### src/rtl/core/sha256_byte_stream_hasher_unit_defines.svh
// ----------------------------------------------------------------------------
// SHA-256 byte stream hasher: assertion macros
// Shared concurrent assertion forms, sampled on clk and held off during reset.
// ----------------------------------------------------------------------------
`ifndef SHA256_BYTE_STREAM_HASHER_UNIT_DEFINES_SVH
`define SHA256_BYTE_STREAM_HASHER_UNIT_DEFINES_SVH

// Same-cycle implication.
`define SBH_ASSERT_IMPLY(label, ante, cons, msg) \
    label: assert property (@(posedge clk) disable iff (!rst_n) (ante) |-> (cons)) \
        else $error(msg);

// Next-cycle implication.
`define SBH_ASSERT_NEXT(label, ante, cons, msg) \
    label: assert property (@(posedge clk) disable iff (!rst_n) (ante) |=> (cons)) \
        else $error(msg);

`endif

### src/rtl/core/sha256bs_pkg.sv
// ----------------------------------------------------------------------------
// SHA-256 byte stream hasher package
// Round constants, initial hash values and the round functions.
// ----------------------------------------------------------------------------
package sha256bs_pkg;

    localparam logic [7:0] PAD_MARK = 8'h80;
    localparam logic [5:0] LEN_POS  = 6'd56;
    localparam logic [5:0] LAST_POS = 6'd63;

    function automatic logic [31:0] init_hash(input logic [2:0] idx);
        logic [31:0] r;
        case (idx)
            3'd0:    r = 32'h6a09e667;
            3'd1:    r = 32'hbb67ae85;
            3'd2:    r = 32'h3c6ef372;
            3'd3:    r = 32'ha54ff53a;
            3'd4:    r = 32'h510e527f;
            3'd5:    r = 32'h9b05688c;
            3'd6:    r = 32'h1f83d9ab;
            default: r = 32'h5be0cd19;
        endcase
        return r;
    endfunction

    function automatic logic [31:0] round_k(input logic [5:0] idx);
        logic [31:0] r;
        case (idx)
            6'd0:  r = 32'h428a2f98;  6'd1:  r = 32'h71374491;
            6'd2:  r = 32'hb5c0fbcf;  6'd3:  r = 32'he9b5dba5;
            6'd4:  r = 32'h3956c25b;  6'd5:  r = 32'h59f111f1;
            6'd6:  r = 32'h923f82a4;  6'd7:  r = 32'hab1c5ed5;
            6'd8:  r = 32'hd807aa98;  6'd9:  r = 32'h12835b01;
            6'd10: r = 32'h243185be;  6'd11: r = 32'h550c7dc3;
            6'd12: r = 32'h72be5d74;  6'd13: r = 32'h80deb1fe;
            6'd14: r = 32'h9bdc06a7;  6'd15: r = 32'hc19bf174;
            6'd16: r = 32'he49b69c1;  6'd17: r = 32'hefbe4786;
            6'd18: r = 32'h0fc19dc6;  6'd19: r = 32'h240ca1cc;
            6'd20: r = 32'h2de92c6f;  6'd21: r = 32'h4a7484aa;
            6'd22: r = 32'h5cb0a9dc;  6'd23: r = 32'h76f988da;
            6'd24: r = 32'h983e5152;  6'd25: r = 32'ha831c66d;
            6'd26: r = 32'hb00327c8;  6'd27: r = 32'hbf597fc7;
            6'd28: r = 32'hc6e00bf3;  6'd29: r = 32'hd5a79147;
            6'd30: r = 32'h06ca6351;  6'd31: r = 32'h14292967;
            6'd32: r = 32'h27b70a85;  6'd33: r = 32'h2e1b2138;
            6'd34: r = 32'h4d2c6dfc;  6'd35: r = 32'h53380d13;
            6'd36: r = 32'h650a7354;  6'd37: r = 32'h766a0abb;
            6'd38: r = 32'h81c2c92e;  6'd39: r = 32'h92722c85;
            6'd40: r = 32'ha2bfe8a1;  6'd41: r = 32'ha81a664b;
            6'd42: r = 32'hc24b8b70;  6'd43: r = 32'hc76c51a3;
            6'd44: r = 32'hd192e819;  6'd45: r = 32'hd6990624;
            6'd46: r = 32'hf40e3585;  6'd47: r = 32'h106aa070;
            6'd48: r = 32'h19a4c116;  6'd49: r = 32'h1e376c08;
            6'd50: r = 32'h2748774c;  6'd51: r = 32'h34b0bcb5;
            6'd52: r = 32'h391c0cb3;  6'd53: r = 32'h4ed8aa4a;
            6'd54: r = 32'h5b9cca4f;  6'd55: r = 32'h682e6ff3;
            6'd56: r = 32'h748f82ee;  6'd57: r = 32'h78a5636f;
            6'd58: r = 32'h84c87814;  6'd59: r = 32'h8cc70208;
            6'd60: r = 32'h90befffa;  6'd61: r = 32'ha4506ceb;
            6'd62: r = 32'hbef9a3f7;
            default: r = 32'hc67178f2;
        endcase
        return r;
    endfunction

    function automatic logic [31:0] big0(input logic [31:0] x);
        return {x[1:0], x[31:2]} ^ {x[12:0], x[31:13]} ^ {x[21:0], x[31:22]};
    endfunction

    function automatic logic [31:0] big1(input logic [31:0] x);
        return {x[5:0], x[31:6]} ^ {x[10:0], x[31:11]} ^ {x[24:0], x[31:25]};
    endfunction

    function automatic logic [31:0] sml0(input logic [31:0] x);
        return {x[6:0], x[31:7]} ^ {x[17:0], x[31:18]} ^ {3'b000, x[31:3]};
    endfunction

    function automatic logic [31:0] sml1(input logic [31:0] x);
        return {x[16:0], x[31:17]} ^ {x[18:0], x[31:19]} ^ {10'd0, x[31:10]};
    endfunction

    function automatic logic [31:0] choose(input logic [31:0] e, input logic [31:0] f,
                                           input logic [31:0] g);
        return (e & f) ^ (~e & g);
    endfunction

    function automatic logic [31:0] major(input logic [31:0] a, input logic [31:0] b,
                                          input logic [31:0] c);
        return (a & b) ^ (a & c) ^ (b & c);
    endfunction

endpackage

### src/rtl/core/sha256bs_byte_if.sv
// ----------------------------------------------------------------------------
// SHA-256 byte stream hasher: byte channel
// Valid/ready channel carrying one message byte and its flags.
// ----------------------------------------------------------------------------
interface sha256bs_byte_if;
    logic       valid;
    logic       ready;
    logic [7:0] data_byte;
    logic       byte_present;
    logic       end_of_message;

    modport source (output valid, output data_byte, output byte_present,
                    output end_of_message, input ready);
    modport sink   (input valid, input data_byte, input byte_present,
                    input end_of_message, output ready);
endinterface

### src/rtl/core/sha256bs_digest_if.sv
// ----------------------------------------------------------------------------
// SHA-256 byte stream hasher: digest channel
// Valid/ready channel carrying one digest word and its position.
// ----------------------------------------------------------------------------
interface sha256bs_digest_if;
    logic        valid;
    logic        ready;
    logic [31:0] digest_word;
    logic [2:0]  word_index;
    logic        last_word;

    modport source (output valid, output digest_word, output word_index,
                    output last_word, input ready);
    modport sink   (input valid, input digest_word, input word_index,
                    input last_word, output ready);
endinterface

### src/rtl/core/sha256_byte_stream_hasher_unit.sv
// ----------------------------------------------------------------------------
// SHA-256 byte stream hasher
// FIPS 180-4 SHA-256 over a byte stream, one round per cycle.
//
// Each word on byte_in may carry one message byte and may close the message.
// A byte is taken while idle and shifted into a 512-bit block register;
// the 64th byte of a block starts the compression, which runs one round per
// cycle through a single round unit and then folds the working variables into
// the hash in the update state. byte_in.ready is low for the whole compression.
// Closing the message shifts in the 0x80 marker, zero fill and the 64-bit
// big-endian bit length one byte a cycle through the same block register
// (with a second compression when fewer than nine bytes remain in the block),
// compresses, and then presents the eight digest words on digest_out, most
// significant first, last_word on the eighth. The block takes no new byte
// until the eighth digest word has been accepted, and then starts afresh from
// the initial hash values.
// ----------------------------------------------------------------------------
`include "sha256_byte_stream_hasher_unit_defines.svh"

module sha256_byte_stream_hasher_unit
    import sha256bs_pkg::*;
(
    input  logic                     clk,
    input  logic                     rst_n,
    sha256bs_byte_if.sink            byte_in,
    sha256bs_digest_if.source        digest_out
);

    localparam logic [2:0] ST_IDLE   = 3'd0;
    localparam logic [2:0] ST_ROUND  = 3'd1;
    localparam logic [2:0] ST_UPDATE = 3'd2;
    localparam logic [2:0] ST_PAD    = 3'd3;
    localparam logic [2:0] ST_EMIT   = 3'd4;

    logic [2:0]   state_reg, state_next;
    logic [511:0] blk_reg, blk_next;     // byte shift line, then schedule window
    logic [5:0]   fill_reg, fill_next;
    logic [63:0]  bits_reg, bits_next;
    logic [31:0]  h_reg [8];
    logic [31:0]  h_next [8];
    logic [31:0]  v_reg [8];
    logic [31:0]  v_next [8];
    logic [5:0]   rnd_reg, rnd_next;
    logic [2:0]   idx_reg, idx_next;
    logic         pad_reg, pad_next;      // message closed, padding under way
    logic         first_reg, first_next;  // marker byte still to go
    logic         ovf_reg, ovf_next;      // marker landed past the length slot
    logic         final_reg, final_next;  // block in flight is the last one

    logic         byte_acc;
    logic         word_acc;
    logic [31:0]  w_cur;
    logic [31:0]  w_new;
    logic [31:0]  t1;
    logic [31:0]  t2;
    logic [5:0]   len_amt;
    logic [63:0]  len_sh;
    logic [7:0]   pad_byte;

    assign byte_in.ready          = (state_reg == ST_IDLE);
    assign byte_acc               = byte_in.valid && byte_in.ready;
    assign digest_out.valid       = (state_reg == ST_EMIT);
    assign word_acc               = digest_out.valid && digest_out.ready;
    assign digest_out.digest_word = h_reg[0];
    assign digest_out.word_index  = idx_reg;
    assign digest_out.last_word   = (idx_reg == 3'd7);

    // Schedule window: oldest word on top, next word appended at the bottom.
    assign w_cur = blk_reg[511:480];
    assign w_new = w_cur + sml0(blk_reg[479:448]) + blk_reg[223:192]
                 + sml1(blk_reg[63:32]);

    // Shared round unit.
    assign t1 = v_reg[7] + big1(v_reg[4]) + choose(v_reg[4], v_reg[5], v_reg[6])
              + round_k(rnd_reg) + w_cur;
    assign t2 = big0(v_reg[0]) + major(v_reg[0], v_reg[1], v_reg[2]);

    // Length byte for slot 56 + k is bits[63-8k -: 8].
    assign len_amt = {3'd7 - fill_reg[2:0], 3'b000};
    assign len_sh  = bits_reg >> len_amt;

    always_comb
    begin
        if (first_reg)
        begin
            pad_byte = PAD_MARK;
        end
        else if ((fill_reg >= LEN_POS) && !ovf_reg)
        begin
            pad_byte = len_sh[7:0];
        end
        else
        begin
            pad_byte = 8'h00;
        end
    end

    always_comb
    begin
        state_next = state_reg;
        blk_next   = blk_reg;
        fill_next  = fill_reg;
        bits_next  = bits_reg;
        rnd_next   = rnd_reg;
        idx_next   = idx_reg;
        pad_next   = pad_reg;
        first_next = first_reg;
        ovf_next   = ovf_reg;
        final_next = final_reg;
        for (int i = 0; i < 8; i++)
        begin
            h_next[i] = h_reg[i];
            v_next[i] = v_reg[i];
        end

        case (state_reg)
            ST_IDLE:
            begin
                if (byte_acc)
                begin
                    if (byte_in.byte_present)
                    begin
                        blk_next  = {blk_reg[503:0], byte_in.data_byte};
                        fill_next = fill_reg + 6'd1;
                        bits_next = bits_reg + 64'd8;
                    end
                    if (byte_in.end_of_message)
                    begin
                        pad_next   = 1'b1;
                        first_next = 1'b1;
                    end
                    if (byte_in.byte_present && (fill_reg == LAST_POS))
                    begin
                        state_next = ST_ROUND;
                        rnd_next   = 6'd0;
                        for (int i = 0; i < 8; i++)
                        begin
                            v_next[i] = h_reg[i];
                        end
                    end
                    else if (byte_in.end_of_message)
                    begin
                        state_next = ST_PAD;
                    end
                end
            end

            ST_ROUND:
            begin
                v_next[7] = v_reg[6];
                v_next[6] = v_reg[5];
                v_next[5] = v_reg[4];
                v_next[4] = v_reg[3] + t1;
                v_next[3] = v_reg[2];
                v_next[2] = v_reg[1];
                v_next[1] = v_reg[0];
                v_next[0] = t1 + t2;
                blk_next  = {blk_reg[479:0], w_new};
                rnd_next  = rnd_reg + 6'd1;
                if (rnd_reg == LAST_POS)
                begin
                    state_next = ST_UPDATE;
                end
            end

            ST_UPDATE:
            begin
                for (int i = 0; i < 8; i++)
                begin
                    h_next[i] = h_reg[i] + v_reg[i];
                end
                if (final_reg)
                begin
                    state_next = ST_EMIT;
                    idx_next   = 3'd0;
                end
                else if (pad_reg)
                begin
                    state_next = ST_PAD;
                end
                else
                begin
                    state_next = ST_IDLE;
                end
            end

            ST_PAD:
            begin
                blk_next   = {blk_reg[503:0], pad_byte};
                fill_next  = fill_reg + 6'd1;
                first_next = 1'b0;
                if (fill_reg == LAST_POS)
                begin
                    // block full: the last one only if it carried the length
                    final_next = !first_reg && !ovf_reg;
                    ovf_next   = 1'b0;
                    state_next = ST_ROUND;
                    rnd_next   = 6'd0;
                    for (int i = 0; i < 8; i++)
                    begin
                        v_next[i] = h_reg[i];
                    end
                end
                else if (first_reg && (fill_reg >= LEN_POS))
                begin
                    ovf_next = 1'b1;
                end
            end

            ST_EMIT:
            begin
                if (word_acc)
                begin
                    // rotate so the next word sits at the head
                    for (int i = 0; i < 7; i++)
                    begin
                        h_next[i] = h_reg[i + 1];
                    end
                    h_next[7] = h_reg[0];
                    idx_next  = idx_reg + 3'd1;
                    if (idx_reg == 3'd7)
                    begin
                        for (int i = 0; i < 8; i++)
                        begin
                            h_next[i] = init_hash(3'(i));
                        end
                        bits_next  = 64'd0;
                        fill_next  = 6'd0;
                        pad_next   = 1'b0;
                        first_next = 1'b0;
                        ovf_next   = 1'b0;
                        final_next = 1'b0;
                        state_next = ST_IDLE;
                    end
                end
            end

            default:
            begin
                state_next = ST_IDLE;
            end
        endcase
    end

    always_ff @(posedge clk or negedge rst_n)
    begin
        if (!rst_n)
        begin
            state_reg <= ST_IDLE;
            fill_reg  <= 6'd0;
            bits_reg  <= 64'd0;
            rnd_reg   <= 6'd0;
            idx_reg   <= 3'd0;
            pad_reg   <= 1'b0;
            first_reg <= 1'b0;
            ovf_reg   <= 1'b0;
            final_reg <= 1'b0;
            for (int i = 0; i < 8; i++)
            begin
                h_reg[i] <= init_hash(3'(i));
            end
        end
        else
        begin
            state_reg <= state_next;
            fill_reg  <= fill_next;
            bits_reg  <= bits_next;
            rnd_reg   <= rnd_next;
            idx_reg   <= idx_next;
            pad_reg   <= pad_next;
            first_reg <= first_next;
            ovf_reg   <= ovf_next;
            final_reg <= final_next;
            for (int i = 0; i < 8; i++)
            begin
                h_reg[i] <= h_next[i];
            end
        end
    end

    always_ff @(posedge clk)
    begin
        blk_reg <= blk_next;
        for (int i = 0; i < 8; i++)
        begin
            v_reg[i] <= v_next[i];
        end
    end

    `SBH_ASSERT_NEXT(a_round_ends, (state_reg == ST_ROUND) && (rnd_reg == LAST_POS),
        state_reg == ST_UPDATE, "compression did not close after the last round")
    `SBH_ASSERT_IMPLY(a_pad_pending, state_reg == ST_PAD,
        pad_reg, "padding running without a closed message")
    `SBH_ASSERT_NEXT(a_emit_start, (state_reg == ST_UPDATE) && final_reg,
        digest_out.valid && (idx_reg == 3'd0), "digest did not start at word zero")
    `SBH_ASSERT_NEXT(a_emit_done, word_acc && (idx_reg == 3'd7),
        (state_reg == ST_IDLE) && (bits_reg == 64'd0) && (fill_reg == 6'd0),
        "state not restored after the last digest word")

endmodule
### src/flat_wrapper.sv
// flat-port wrapper written by rule: the top's interface ports become plain ports
module sha256_byte_stream_hasher_unit_flat import sha256bs_pkg::*;
  (clk, rst_n, byte_in_valid, byte_in_data_byte, byte_in_byte_present, byte_in_end_of_message, byte_in_ready, digest_out_valid, digest_out_digest_word, digest_out_word_index, digest_out_last_word, digest_out_ready);
  sha256bs_byte_if byte_in_i ();
  sha256bs_digest_if digest_out_i ();
  input  logic clk;
  input  logic rst_n;
  input wire logic [$bits(byte_in_i.valid)-1:0] byte_in_valid;
  input wire logic [$bits(byte_in_i.data_byte)-1:0] byte_in_data_byte;
  input wire logic [$bits(byte_in_i.byte_present)-1:0] byte_in_byte_present;
  input wire logic [$bits(byte_in_i.end_of_message)-1:0] byte_in_end_of_message;
  output wire logic [$bits(byte_in_i.ready)-1:0] byte_in_ready;
  output wire logic [$bits(digest_out_i.valid)-1:0] digest_out_valid;
  output wire logic [$bits(digest_out_i.digest_word)-1:0] digest_out_digest_word;
  output wire logic [$bits(digest_out_i.word_index)-1:0] digest_out_word_index;
  output wire logic [$bits(digest_out_i.last_word)-1:0] digest_out_last_word;
  input wire logic [$bits(digest_out_i.ready)-1:0] digest_out_ready;
  assign byte_in_i.valid = byte_in_valid;
  assign byte_in_i.data_byte = byte_in_data_byte;
  assign byte_in_i.byte_present = byte_in_byte_present;
  assign byte_in_i.end_of_message = byte_in_end_of_message;
  assign byte_in_ready = byte_in_i.ready;
  assign digest_out_valid = digest_out_i.valid;
  assign digest_out_digest_word = digest_out_i.digest_word;
  assign digest_out_word_index = digest_out_i.word_index;
  assign digest_out_last_word = digest_out_i.last_word;
  assign digest_out_i.ready = digest_out_ready;
  sha256_byte_stream_hasher_unit u_core (.clk(clk), .rst_n(rst_n), .byte_in(byte_in_i), .digest_out(digest_out_i));
endmodule
### config.mk
export PLATFORM = sky130hd
export DESIGN_NAME = sha256_byte_stream_hasher_unit_flat
export DESIGN_NICKNAME = d
export VERILOG_FILES = /design/src/rtl/core/sha256bs_pkg.sv /design/src/rtl/core/sha256bs_byte_if.sv /design/src/rtl/core/sha256bs_digest_if.sv /design/src/rtl/core/sha256_byte_stream_hasher_unit.sv /design/src/flat_wrapper.sv
export VERILOG_INCLUDE_DIRS = /design/src /design/src/rtl/core
export SDC_FILE = /design/constraint.sdc
export NUM_CORES = 2
export LEC_CHECK = 0
export BUFFER_PORTS_ARGS = -buffer_cell sky130_fd_sc_hd__buf_2
export CAP_MARGIN = 20
export CORE_AREA = 2 2 360 362
export CTS_CLUSTER_DIAMETER = 150
export DETAILED_ROUTE_END_ITERATION = 8
export DIE_AREA = 0 0 362 364
export PLACE_DENSITY = 0.76
export SYNTH_ARGS = -nofsm -noshare
export SYNTH_HDL_FRONTEND = slang
export SYNTH_SLANG_ARGS = --single-unit
### constraint.sdc
create_clock -name clk -period 26.3 [get_ports clk]
set_input_delay 6.575 -clock clk [delete_from_list [all_inputs] [get_ports clk]]
set_output_delay 6.575 -clock clk [all_outputs]
set_load 0.02 [all_outputs]
Yosys cells after proc, flatten, opt, wreduce, memory -nomap -nowiden
Memory sizes are Yosys's and may differ from the RTL's. Index checks and enable logic that the tools add are counted.

Add/sub/neg operators: 23. Magnitude comparators: 1. Equal/unequal tests: 18. Shift operators: 1. Muxes and demuxes: 50. Bitwise gates (word level): 17. Reduce and logical (&&, ||, !) cells: 25.

Operators with widths (count): case mux 512 bit (3 select lines) (1); two-way mux 256 bit (5); two-way mux 512 bit (2); case mux 256 bit (3 select lines) (1); adder 32 bit (18); case mux 256 bit (2 select lines) (1); bitwise XOR 32 bit (9); two-way mux 64 bit (4); bitwise AND 32 bit (5); case mux 64 bit (2 select lines) (1); adder 64 x 4 -> 64 bit, second input constant (1); >> shifter 64 x 6 -> 8 bit (1); two-way mux 6 bit (7); case mux 6 bit (3 select lines) (2); inverter 32 bit (1); bitwise XOR 32 x 22 -> 32 bit (1); bitwise XOR 32 x 29 -> 32 bit (1); two-way mux 3 bit (10); AND reduction 5 bit (4); two-way mux 8 bit (2); case mux 3 bit (5 select lines) (1); adder 6 x 1 -> 6 bit, second input constant (2); == test 6 bit, second input constant (2); inequality test 2 bit, second input constant (6); other kinds (23) (47).

Register bits after elaboration: 854. RAM bits: 256. Bits in read-only memories: 2048. Output and inout port bits: 38. Memories kept: 2.

Memories: (name not given) (depth 64, bits a word 32, rd ports 1, clocked after memory_dff 0, wr ports 0, line sha256bs_pkg.sv:28) `case (idx)`; u_core.v_reg (depth 8, bits a word 32, rd ports 8, clocked after memory_dff 0, wr ports 8, line sha256_byte_stream_hasher_unit.sv:41) `logic [31:0] v_reg [8];`.

Logic depth before layout (Yosys ltp)
An unclocked memory read counts as a cell.

Depth after elaboration: 9. Depth in mapped cells: 43. Depth with buffers taken out: 40.

Worst setup path before layout
Ideal clock, no wire load.

Path kind: input -> register. Start point: input port byte_in_valid. End point: register u_core.blk_reg[0], enable pin. Library setup time: 1398 ps. Arrival: 27836 ps. Data required time: 24902 ps. Setup slack: -2935 ps. Stages: 2. Cell sequence: a31oi_1 nor2_1.

Word-level cells in the longest chain between the ends: 3.

Ends and longest elaborated chain: start: declaration (line flat_wrapper.sv:8) `input wire logic [$bits(byte_in_i.valid)-1:0] byte_in_valid;`; logical AND 1 bit (line sha256_byte_stream_hasher_unit.sv:61) `assign byte_acc = byte_in.valid && byte_in.ready;`; inequality test 2 bit (no line); AND reduction 3 bit (no line); end signal: assignment (line sha256_byte_stream_hasher_unit.sv:283) `blk_reg <= blk_next;`; end: declaration (line sha256_byte_stream_hasher_unit.sv:36) `logic [511:0] blk_reg, blk_next;`.

Every way passes these cells. A chain may end at the register's enable or synchronous reset.

==> results.md <==
* Status: finished clean
* Final setup TNS at 0 ns
* Mux share of post-synthesis cell area at 1.20%
* Worst Max-Slew Pin Slew at 1.27 ns
* Adder-cell share of the synthesized area at 12.0%
* CP max stage delay at between 0.9 and 1 ns
* CTS tree: built
* Async S/R FF share, synth at 30.6%
* Post-synthesis compound-gate area fraction at 14.6%
* Synth unique cells at 102
* Placer congestion estimate at 1.01
* TritonRoute pass-1 iters at 7
* Via Count at 63,400
* Mean Syn Cell Area at about 9 sq um
* Gr usage total at a little over a third
* CTS max path bufs at 3
* Final min period at 10.76 ns
* Via density at 6.31
* Final Hold Fails at 0
* Synth area leader: edfxtp_1
* First-pass GRT wire length at approximately 360,000 um
* Hold buffers post-CTS at 0
* Vias in the first global route at 59,700
* Worst-Skew Late Latency at a little under 0.8 ns
* Final instance area at 81,200 sq um
* Final setup fails at 0
* Clk sinks at 1,107
* DIE HEIGHT at 364 um
* R2r setup slk at 15.54 ns
* Core area at about 130,000 sq um
* Most frequent cell after synthesis: nand2_1
* Largest cells by area after synthesis: edfxtp_1, nand2_1, dfrtp_1
* Cts repair resizes at 0
* Critical Path RT at about 27 ns
* Peak Freq at 92.9 MHz
* RSZ-0062 raised after global routing: no
* Syn_nets at 9,152
* Netlist Area Pre-Place at 76,200 sq um
* Number of remaining DRC errors at 0
* CP most frequent cell: fa_1
* Area after DPL at 77,200 sq um
* Total grt overflow at 0
* Final period util at roughly two fifths
* Layout filler cell count at around 11,000
* Synth Register Bits at 1,107
* Yosys warns at 0
* Commonest cells in the netlist: nand2_1, edfxtp_1, o21ai_0
* Post-CTS Setup Inserts at 0
* EDFF count, synth at roughly 770
* Initial antenna violation count at 2
* Startpoint type of the worst setup path: flip-flop
* WS Path Type: reg -> reg
* DP HPWL at roughly 170,000 um
* Simple-Gate Fraction of Synth Area at 19.3%
* Data arrival time of the worst path at 11.21 ns
* Drt wl/cell at 23.8 um
* Final net count at between 8,000 and 9,000
* Max reg flops at 512
* Synth Area in XOR/XNOR at 7.00%
* Initial core utilization at 59.4%
* Rows at between 100 and 150
* Worst-path clk slew at 0.07 ns
* Ratio of cells with drive above 1 in the final layout at under 10%
* Yosys top cell area share at 30.3%
* Worst rel slew slack at 15.0%
* Largest family of logic cells by synthesized area: simple AND/OR/NAND/NOR gates
* Io pins at 52
* CP endpoint kind: flip-flop
* Post-synthesis sequential area ratio at 41.6%
* CTS Buf Count at 119
* Slew Limit Fails at 0
* Die X at 362 um
* Max cap viols at 0
* Hold crit path type: reg -> reg
* Post-Syn Instances at between 8,000 and 9,000
* Total wire length at 238,000 um
* Final clock skew at 0.0541 ns
* Ys flop type: edfxtp_1
* Crit-path max FO at 18
* DR iter-0 viols at 7,749
* Area of the die at approximately 130,000 sq um
* Synth-to-layout area growth at 6.60%
* H-tree depth at 3
* Port bufs at 51
* Routed Antenna Nets at 0
* Largest net degree at the start of global routing at 233
* Worst path slowest cell: ha_1
* Clk root buf: clkbuf_16
==> stage by stage <==
stage               instances  setup slack (ns)  util, %  hold slack (ns)
floorplan                8547              5.76        -            0.449
global placement         9809             15.00     60.1            0.471
detailed placement       9810             14.93     60.1            0.479
CTS                     10000             15.75     63.3            0.490
global route            10000             15.09     63.3            0.517
finish                  10000             15.54     63.3            0.495
==> kinds of logic after synthesis <==
| family | after synthesis |
|---|---|
| buffers and inverters | 828 |
| muxes | 68 |
| DFF | 1107 |
| and+or+nand+nor | 3555 |
| AOI/OAI and AO/OA | 1763 |
| xor gates and xnor gates | 609 |
| adders and majority gates | 617 |
==> layout by cell type, fill, tap and decap left out, drive strengths merged, types with 41 or more instances in the layout <==
cell type	n
o21ai	551
inv	290
o31ai	45
edfxtp	768
clkinv	48
o22ai	56
dfstp	136
xor2	192
a31oi	102
a211oi	41
nor2b	47
o21a	64
xnor2	417
o21bai	49
nand2b	66
a221oi	41
mux2i	41
nor3	107
fa	195
a21oi	416
ha	396
buf	126
or3	66
nor2	436
dfrtp	203
a21o	159
and3	76
nand3	111
clkbuf	166
nand2	2515
==> layer usage <==
metal  routed length [um]  vias to the layer above  share of wire (%)  GRT usage [%]
li1                     -                    28900                  -              -
met1               102000                    30700                 43           52.2
met5                   13                        -             0.0055              0
met3                25500                      552                 11           7.66
met2               102000                     3239                 43           52.2
met4                 9290                        2                3.9           13.6
==> critical path: cells and delay by family, from the launching register on <==
kind / cells / cell delay [ns]
buffers and inverters: 3 / 0.79
xor gates and xnor gates: 2 / 0.63
adders and majority gates: 8 / 3.95
and+or+nand+nor: 7 / 1.30
DFF: 1 / 0.83
AOI/OAI and AO/OA: 16 / 2.96
==> path summary, 6_finish.rpt <==
kind / start / depth (start not counted) / end
min in group asynchronous: rst_n / 1 / u_core.h_reg[191]
hold / removal: u_core.h_reg[28] / 2 / u_core.h_reg[28]
max in group asynchronous: rst_n / 2 / u_core.rnd_reg[2]
setup / recovery: u_core.rnd_reg[1] / 36 / u_core.v_reg[0][30]
hold reg to reg: u_core.h_reg[28] / 2 / u_core.h_reg[28]
setup reg to reg: u_core.rnd_reg[1] / 36 / u_core.v_reg[0][30]
==> cell type report <==
| cell class | count | area (sq um) | area share [%] |
|---|---|---|---|
| diodes | 1 | 2.50 | 0.00308 |
| clock buffers | 166 | 3380 | 4.16 |
| clock inverters | 61 | 666 | 0.820 |
| inverters | 291 | 1110 | 1.36 |
| multi-input cells | 6612 | 41300 | 50.9 |
| flip-flops and latches | 1107 | 31700 | 39.1 |
| well taps | 1675 | 2100 | 2.58 |
| repair buffers | 126 | 923 | 1.14 |
Power is left out: the tool's default activity adds up to more than one toggle a clock period on the data nets, which glitch-free logic cannot reach.
